--- src/hdl/fat12_pkg.sv ---
// Package for the FAT12 cluster chain step block.
// Holds the item and result structs, the controller/datapath command and status
// types, and the shared constants. It depends on nothing else.
package fat12_pkg;

  localparam int unsigned TableBytes = 8192;

  localparam int unsigned CfgIndexW = 8;
  localparam int unsigned CfgDataW = 16;

  localparam logic [CfgIndexW-1:0] CfgDataStartLba = 8'd0;
  localparam logic [CfgIndexW-1:0] CfgSectorsPerCluster = 8'd1;

  localparam logic [15:0] DataStartLbaReset = 16'd33;
  localparam logic [7:0] SectorsPerClusterReset = 8'd1;

  localparam logic ReqLoad = 1'b0;
  localparam logic ReqFollow = 1'b1;

  localparam logic [11:0] EntryMask = 12'hFFF;
  localparam logic [11:0] EndMark = 12'hFF8;
  localparam logic [11:0] FirstDataCluster = 12'd2;

  typedef struct packed {
    logic        req_type;
    logic [12:0] table_addr;
    logic [7:0]  table_byte;
    logic [11:0] cluster;
  } req_t;

  typedef struct packed {
    logic [31:0] sector_lba;
    logic [11:0] next_cluster;
    logic        chain_end;
    logic        bad_cluster;
  } res_t;

  typedef struct packed {
    logic latch;
    logic ram_we;
    logic mul_en;
    logic rd_hi;
    logic cap_lo;
    logic res_en;
    logic res_zero;
  } dp_cmd_t;

  typedef struct packed {
    logic is_follow;
  } dp_sts_t;

endpackage

--- src/hdl/fat12_ctrl.sv ---
// Controller state machine for the FAT12 cluster chain step block.
// Sequences loads and lookups through the datapath; uses fat12_pkg.
module fat12_ctrl (
  input  logic                clk_i,
  input  logic                rst_ni,
  input  logic                start_i,
  output logic                busy_o,
  output logic                done_o,
  input  fat12_pkg::dp_sts_t  sts_i,
  output fat12_pkg::dp_cmd_t  cmd_o
);

  typedef enum logic [1:0] {
    StIdle,
    StExec,
    StRdHi,
    StFin
  } state_e;

  state_e state_q;
  logic   busy_q;
  logic   done_q;
  logic   accept;

  assign accept = start_i && !busy_q;

  always_ff @(posedge clk_i or negedge rst_ni) begin
    if (!rst_ni) begin
      state_q <= StIdle;
      busy_q  <= 1'b0;
      done_q  <= 1'b0;
    end else begin
      done_q <= 1'b0;
      case (state_q)
        StIdle: begin
          if (accept) begin
            state_q <= StExec;
            busy_q  <= 1'b1;
          end
        end
        StExec: begin
          if (sts_i.is_follow) begin
            state_q <= StRdHi;
          end else begin
            state_q <= StIdle;
            busy_q  <= 1'b0;
            done_q  <= 1'b1;
          end
        end
        StRdHi: begin
          state_q <= StFin;
        end
        StFin: begin
          state_q <= StIdle;
          busy_q  <= 1'b0;
          done_q  <= 1'b1;
        end
        default: begin
          state_q <= StIdle;
          busy_q  <= 1'b0;
        end
      endcase
    end
  end

  always_comb begin
    cmd_o          = '0;
    cmd_o.latch    = (state_q == StIdle) && accept;
    cmd_o.ram_we   = (state_q == StExec) && !sts_i.is_follow;
    cmd_o.mul_en   = (state_q == StExec);
    cmd_o.rd_hi    = (state_q == StRdHi);
    cmd_o.cap_lo   = (state_q == StRdHi);
    cmd_o.res_en   = ((state_q == StExec) && !sts_i.is_follow) || (state_q == StFin);
    cmd_o.res_zero = (state_q == StExec) && !sts_i.is_follow;
  end

  assign busy_o = busy_q;
  assign done_o = done_q;

endmodule

--- config.mk ---
export PLATFORM = sky130hd
export DESIGN_NAME = fat12_ctrl
export DESIGN_NICKNAME = d
export VERILOG_FILES = /design/src/hdl/fat12_pkg.sv /design/src/hdl/fat12_ctrl.sv
export SDC_FILE = /design/constraint.sdc
export NUM_CORES = 1
export LEC_CHECK = 0
export BUFFER_PORTS_ARGS = -buffer_cell sky130_fd_sc_hd__buf_2
export CELL_PAD_IN_SITES_DETAIL_PLACEMENT = 0
export CELL_PAD_IN_SITES_GLOBAL_PLACEMENT = 1
export CORE_AREA = 2 2 39 41
export DETAILED_ROUTE_END_ITERATION = 6
export DIE_AREA = 0 0 41 43
export GPL_ROUTABILITY_DRIVEN = 1
export PLACE_DENSITY_LB_ADDON = 0.15
export SLEW_MARGIN = 20
export SYNTH_ARGS = -nofsm -noshare
export SYNTH_HDL_FRONTEND = slang
export SYNTH_SLANG_ARGS = --single-unit
export TNS_END_PERCENT = 20
--- constraint.sdc ---
create_clock -name clk_i -period 1.4 [get_ports clk_i]
set_clock_uncertainty 0.15 [all_clocks]
set_input_delay 0.28 -clock clk_i [delete_from_list [all_inputs] [get_ports clk_i]]
set_output_delay 0.28 -clock clk_i [all_outputs]
set_load 0.02 [all_outputs]
Yosys cells after proc, flatten, opt, wreduce, memory -nomap -nowiden
Index checks and enable logic that the tools add are counted.

Memories kept: 0. Word-level logic and storage cells: 25. Bits of input ports: 4. Bits in registers: 4. ROM bits: 0. Latch bits: 0. Bits in writable memories: 0.

Div/mod/pow operators: 0. Order comparisons: 0. Multipliers: 0. Bitwise gates (word level): 0. Mux-type cells: 8. Reductions and logical operators: 9. Equality and inequality tests: 5. Shifts and indexed selects: 0. Add/sub/neg operators: 0.

Operators with widths (count): $pmux 2 s4 (1); $eq 2x2->1 const B (2); $mux 2 (2); $ne 2x2->1 const B (2); $logic_and 1x1->1 (3); $mux 1 (3); $pmux 1 s3 (1); $reduce_and 3->1 (1); $reduce_bool 3->1 (1); $eq 2x1->1 const B (1); $logic_not 1->1 (2); $logic_not 2->1 (1); $pmux 1 s2 (1); $logic_or 1x1->1 (1).

Depth between registers and ports, before layout
Gate-level depths: netlist of the first run.

Word-level depth: 4. Depth in mapped cells: 3.

Worst setup path before layout of the first run
No wires, ideal clock.

Path type: register to output. Start point: register (tool-made name). End point: output port cmd_o[5] (netlist bit). Data required time: 970 ps. Setup slack: -259 ps. Cell stages (with the launch flop): 3. Data arrival time: 1229 ps. Cell sequence: dfrtp_1 > nor3_1 > buf_4.

RTL lines: end, declared (line fat12_ctrl.sv:10) `output fat12_pkg::dp_cmd_t cmd_o`.

==> results of run 1 <==
==> where the power goes <==
group          switching (mW)  internal, mW  leakage [nW]
Sequential                  0         0.116        0.0473
Clock                  0.0488        0.0960        0.0138
Combinational         0.00606       0.00637         0.120
==> logic make-up after synthesis <==
family,count (synthesis),synth area share
buf+inv,5,0.140
compound gates,6,0.193
flops,4,0.533
simple gates,5,0.133
==> final cells by class <==
type	count	area, sq um	area share
timing repair buffer	15	104	0.307
clock buffer	3	22.5	0.0667
tap	16	20.0	0.0593
multi-input combinational	11	77.6	0.230
sequential	4	103	0.304
inverter	3	11.3	0.0333
==> metal layers <==
layer / vias up / wire length [microns]
li1: 100 / -
met1: 95 / 212
met2: 9 / 223
met3: 0 / 42
met4: 0 / 0
met5: - / 0
==> final timing paths <==
kind                            depth (start not counted)  slack, ps                         end  startpoint
worst max-delay path                                    2       -120                    cmd_o[6]  state_q[0]
min in group asynchronous                               2        220  asynchronous set/reset pin      rst_ni
worst max register to register                          3        360                      busy_o  state_q[0]
worst min-delay path                                    2        160                      done_o       sts_i
worst min register to register                          2        460                      busy_o      busy_o
max in group asynchronous                               2        740                  state_q[0]      rst_ni
==> per-stage QoR <==
stage / utilization / worst slack [ps]
CTS: 0.227 / -149
floorplan: - / -102
detailed placement: 0.191 / 57.5
global route: 0.244 / -177
global placement: 0.191 / 72.5
finish: 0.244 / -124
==> worst reg2reg max path: cells and delay by family, from the launching register on <==
kind / cells / cell delay, ps
buf+inv: 1 / 80
flops: 1 / 400
compound gates: 2 / 280
==> placed cells by master (no fill, tap or decap) <==
cell           count
buf_4              7
buf_2              6
a21oi_1            3
clkbuf_4           3
inv_2              2
nor2_2             2
dfrtp_2            2
dfrtp_1            2
nor3_2             1
nor4b_2            1
a21o_1             1
inv_1              1
a22oi_1            1
o22ai_1            1
nor2_1             1
dlygate4sd3_1      1
buf_6              1
==> repair_timing <==
| item | in CTS | in global routing |
|---|---|---|
| setup endpoints to repair | 7 | 7 |
| endpoints found under the hold margin | 4 | 0 |
| gates resized for setup | 5 | 6 |
| hold buffers | 1 | 0 |
| setup buffers | 1 | 1 |
| pin swaps | 1 | 0 |
| gates cloned | 0 | 0 |
==> flow_summary.toml, run 1 <==
[yosys]
synthDominantCellAreaShare = 0.533
synth_area_leaders = "dfrtp_1 53%, a21oi_1 8.0%, buf_4 8.0%"
yosysMostFrequentCell = "dfrtp_1"
yosysSeqAreaShare = 0.533
yosysUniqueCellTypes = 11
netlist_top_cells_count = "4 x dfrtp_1, 3 x a21oi_1, 3 x nor2_1"
ys_ff_latch = 4
synth-edff-count = 0
syn_area_sq_um = 188
synthFlopType = "dfrtp_1"
synth.avg_cell_area_sq_um = 9.38
synth_top_cell_by_area = "dfrtp_1"
netlist_instances = 20
synth_nets = 24
synthArstFlopShare = 1.00
ys_warn_count = 0

[layout]
fillers = 159
final_layout_size_suffix_gt1_frac = 0.694
num_antenna_cells = 0
final_net_count = 42
syn_to_final_growth_pct = 80.0
stdcell_count = 52
design_area_sq_um = 338

[power]
powerDensity_nw_per_um2 = 809
peakVddDrop_uv = 266
power_uw = 273
leakage_nw = 0.182

[routing]
routedWlPerCell_microns = 9.19
viasPerCell = 3.92
vias = 204
drt-initial-drc-count = 2
drtPass1Iterations = 2
wirelength_microns = 478
antenna_left = 0
drcViolationCount = 0

[die]
die_h_microns = 43
start_util = 0.136
core.rowCount = 14
die-area_sq_um = 1760
dieWidth_microns = 41
io_pins = 13
core_sq_um = 1380

[timing]
setup_tns_ps = -390
final.period_utilization = 1.09
clock.fmax_ghz = 0.656
maxSlewViolCount = 0
setup_viol = 6
slew_headroom = 0.886
tightest_slew_ps = 171
rsz0062_at_grt = "true"
finalHoldViolations = 0
hold_ws_ps = 158
period_minus_slack_ps = 1520
setup_ws_ps = -124

[cts]
cts_sinks = 4
htree_levels = 1
clk_latency_ps = 230
cts_root_buf = "clkbuf_4"
cts_buffers = 3
clk_transition_reported_paths_ps = 40
clk_path_buf_depth = 2
cts_tree = "yes"

[run]
drv_cap = 0

[critical_path]
path_cells = "nor4b_2, buf_2"
cp_num_buf_inv = 1
cp-end-kind = "output port"
critPathKind = "reg -> out"
max_stage_delay_ps = 430
cp.required_ps = 970
cpLargestDelayFamily = "flip-flops"
critPathLaunchType = "flip-flop"
crit_slowest_cell = "dfrtp_2"
critPathMaxFanout = 4
worstPathArrival_ps = 1090

[global_routing]
grt_max_degree = 6
grt_pass1_wl_microns = 765
grt_antenna_before_repair = 0
met1_usage = 0.0749
grt_pass1_vias = 192
use_met3 = 0.0314
overflow = 0
busiest_layer = "met2"
grtUsageTotal = 0.0706
grt_util_met2 = 0.0906

[placed_design]
port_buffers = 12
placed_area_sq_um = 264
routabilityCongestion = 0.651
dp.cells = 46

[outcome]
outcome = "complete, but fails checks"
violations = "setup timing"

[min_path]
hold_class = "in -> reg"
No activity file was read; power rests on OpenSTA's default activity.
==> run 2: changes to the inputs <==
- PLACE_DENSITY_LB_ADDON: 0.15 -> 0.1
==> flow_summary.toml, run 2 (synthesis gave the netlist of run 1 again) <==
[outcome]
outcome = "complete, but fails checks"
violations = "setup timing"

[power]
peakVddDrop_uv = 215
p_comb_frac = 0.049
leakage_nw = 0.170
switchingPower_uw = 46.4
switching_share = 0.176
powerDensity_nw_per_um2 = 804
clock_power_share = 0.511
seqPwrFrac = 0.440
p_int_uw = 218

[global_routing]
grt_pass1_wl_microns = 779
grt_antenna_before_repair = 0
overflow = 0
grt_max_degree = 7
grtUsageTotal = 0.0695
grt_pass1_vias = 189

[cts]
cts_buffers = 3
clk_transition_reported_paths_ps = 40
clk_latency_ps = 230
cts_root_buf = "clkbuf_4"
clk_path_buf_depth = 2
htree_levels = 1
cts_sinks = 4
cts_tree = "yes"

[routing]
antenna_left = 0
drt-initial-drc-count = 3
drcViolationCount = 0
vias = 198
wirelength_microns = 512
drtPass1Iterations = 4
viasPerCell = 3.96
routedWlPerCell_microns = 10.2

[timing]
finalHoldViolations = 0
tightest_slew_ps = 182
rsz0062_at_grt = "true"
setup_viol = 7
slew_headroom = 0.878
maxSlewViolCount = 0
final.period_utilization = 1.08
setup_ws_ps = -118
clock.fmax_ghz = 0.659
period_minus_slack_ps = 1520

[layout]
syn_to_final_growth_pct = 75.3
mostFrequentLayoutCells = "6 x buf_4, 5 x buf_2, 3 x clkbuf_4"
num_antenna_cells = 0
fillers = 152
final_common_cell = "buf_4"
final_layout_size_suffix_gt1_frac = 0.706
final_net_count = 40
stdcell_count = 50

[die]
core.rowCount = 14
core_sq_um = 1380
dieWidth_microns = 41
io_pins = 13
die_h_microns = 43
die-area_sq_um = 1760
start_util = 0.136

[placed_design]
port_buffers = 12
routabilityCongestion = 0.613
dp_slack_ps = 38.4
place_hpwl_microns = 420
dp.cells = 46

[critical_path]
worstPathArrival_ps = 1090
max_stage_delay_ps = 430
crit_slowest_cell = "dfrtp_2"
cp.required_ps = 970
cp-end-kind = "output port"
critPathKind = "reg -> out"
critPathMaxFanout = 5
critPathLaunchType = "flip-flop"
path_cells = "nor4b_2, buf_4"

[min_path]
hold_class = "in -> reg"

[run]
drv_cap = 0
run 2: cell count changes in the layout (fill, tap and decap cells not counted):
cell     previous run  this run
a21oi_1             3         2
a21oi_2             0         1
buf_2               6         5
buf_4               7         6
run 2: critical path, delay by kind of cell (launching register included):
kind	cells	cell delay [ps]
buffers and inverters	1	180
and+or+nand+nor	1	250
DFF	1	430
run 2: through the flow:
| stage | TNS (ps) | util | hold slack, ps | power, mW | instance area, sq um |
|---|---|---|---|---|---|
| 2_1_floorplan | -149 | - | -166 | 0.120 | 199 |
| 3_3_place_gp | 0 | 0.191 | -55.8 | 0.129 | 264 |
| 3_5_place_dp | 0 | 0.191 | -57.3 | 0.129 | 264 |
| 4_1_cts | -598 | 0.233 | 170 | 0.273 | 323 |
| 5_1_grt | -977 | 0.238 | 192 | 0.288 | 329 |
| 6_report | -452 | 0.238 | 179 | 0.264 | 329 |
run 2: path summary, 6_finish.rpt:
path | endpoint | cells past startpoint | slack (ps) | from
max | cmd_o[6] | 2 | -120 | state_q[0]
min | done_o | 2 | 180 | sts_i
max reg2reg | flip-flop | 3 | 340 | state_q[0]
min reg2reg | state_q[0] | 1 | 360 | state_q[0]
max in group asynchronous | asynchronous set/reset pin | 2 | 720 | rst_ni
min in group asynchronous | done_o | 2 | 240 | rst_ni
run 2: routing by layer:
layer,share of wire,vias to the layer above,GRT usage
li1,-,95,-
met1,0.38,91,0.0779
met2,0.51,12,0.0938
met3,0.11,0,0.0314
met4,0,0,0.0600
met5,0,-,0
run 2: repair_timing:
action | in CTS | in global routing
setup endpoints to repair | 7 | 7
pin swaps | 2 | 0
hold buffers | 1 | 0
resized for setup | 11 | 2
setup buffers | 0 | 0
hold endpoints to repair | 4 | 0
run 2: cell type report:
cell class | instances | area, sq um | share of cell area
Clock buffer | 3 | 22.5 | 0.0684
Timing Repair Buffer | 13 | 91.3 | 0.278
Inverter | 3 | 11.3 | 0.0342
Multi-Input combinational cell | 11 | 81.3 | 0.247
Sequential cell | 4 | 103 | 0.312
Tap cell | 16 | 20.0 | 0.0608
run 2: power groups by stage:
stage	combinational, mW	sequential [mW]	clock, mW
finish	0.0129	0.116	0.135
global route	0.0146	0.116	0.157
CTS	0.0132	0.116	0.143
detailed placement	0.0108	0.118	0
global placement	0.0109	0.118	0
floorplan	0.00188	0.118	0
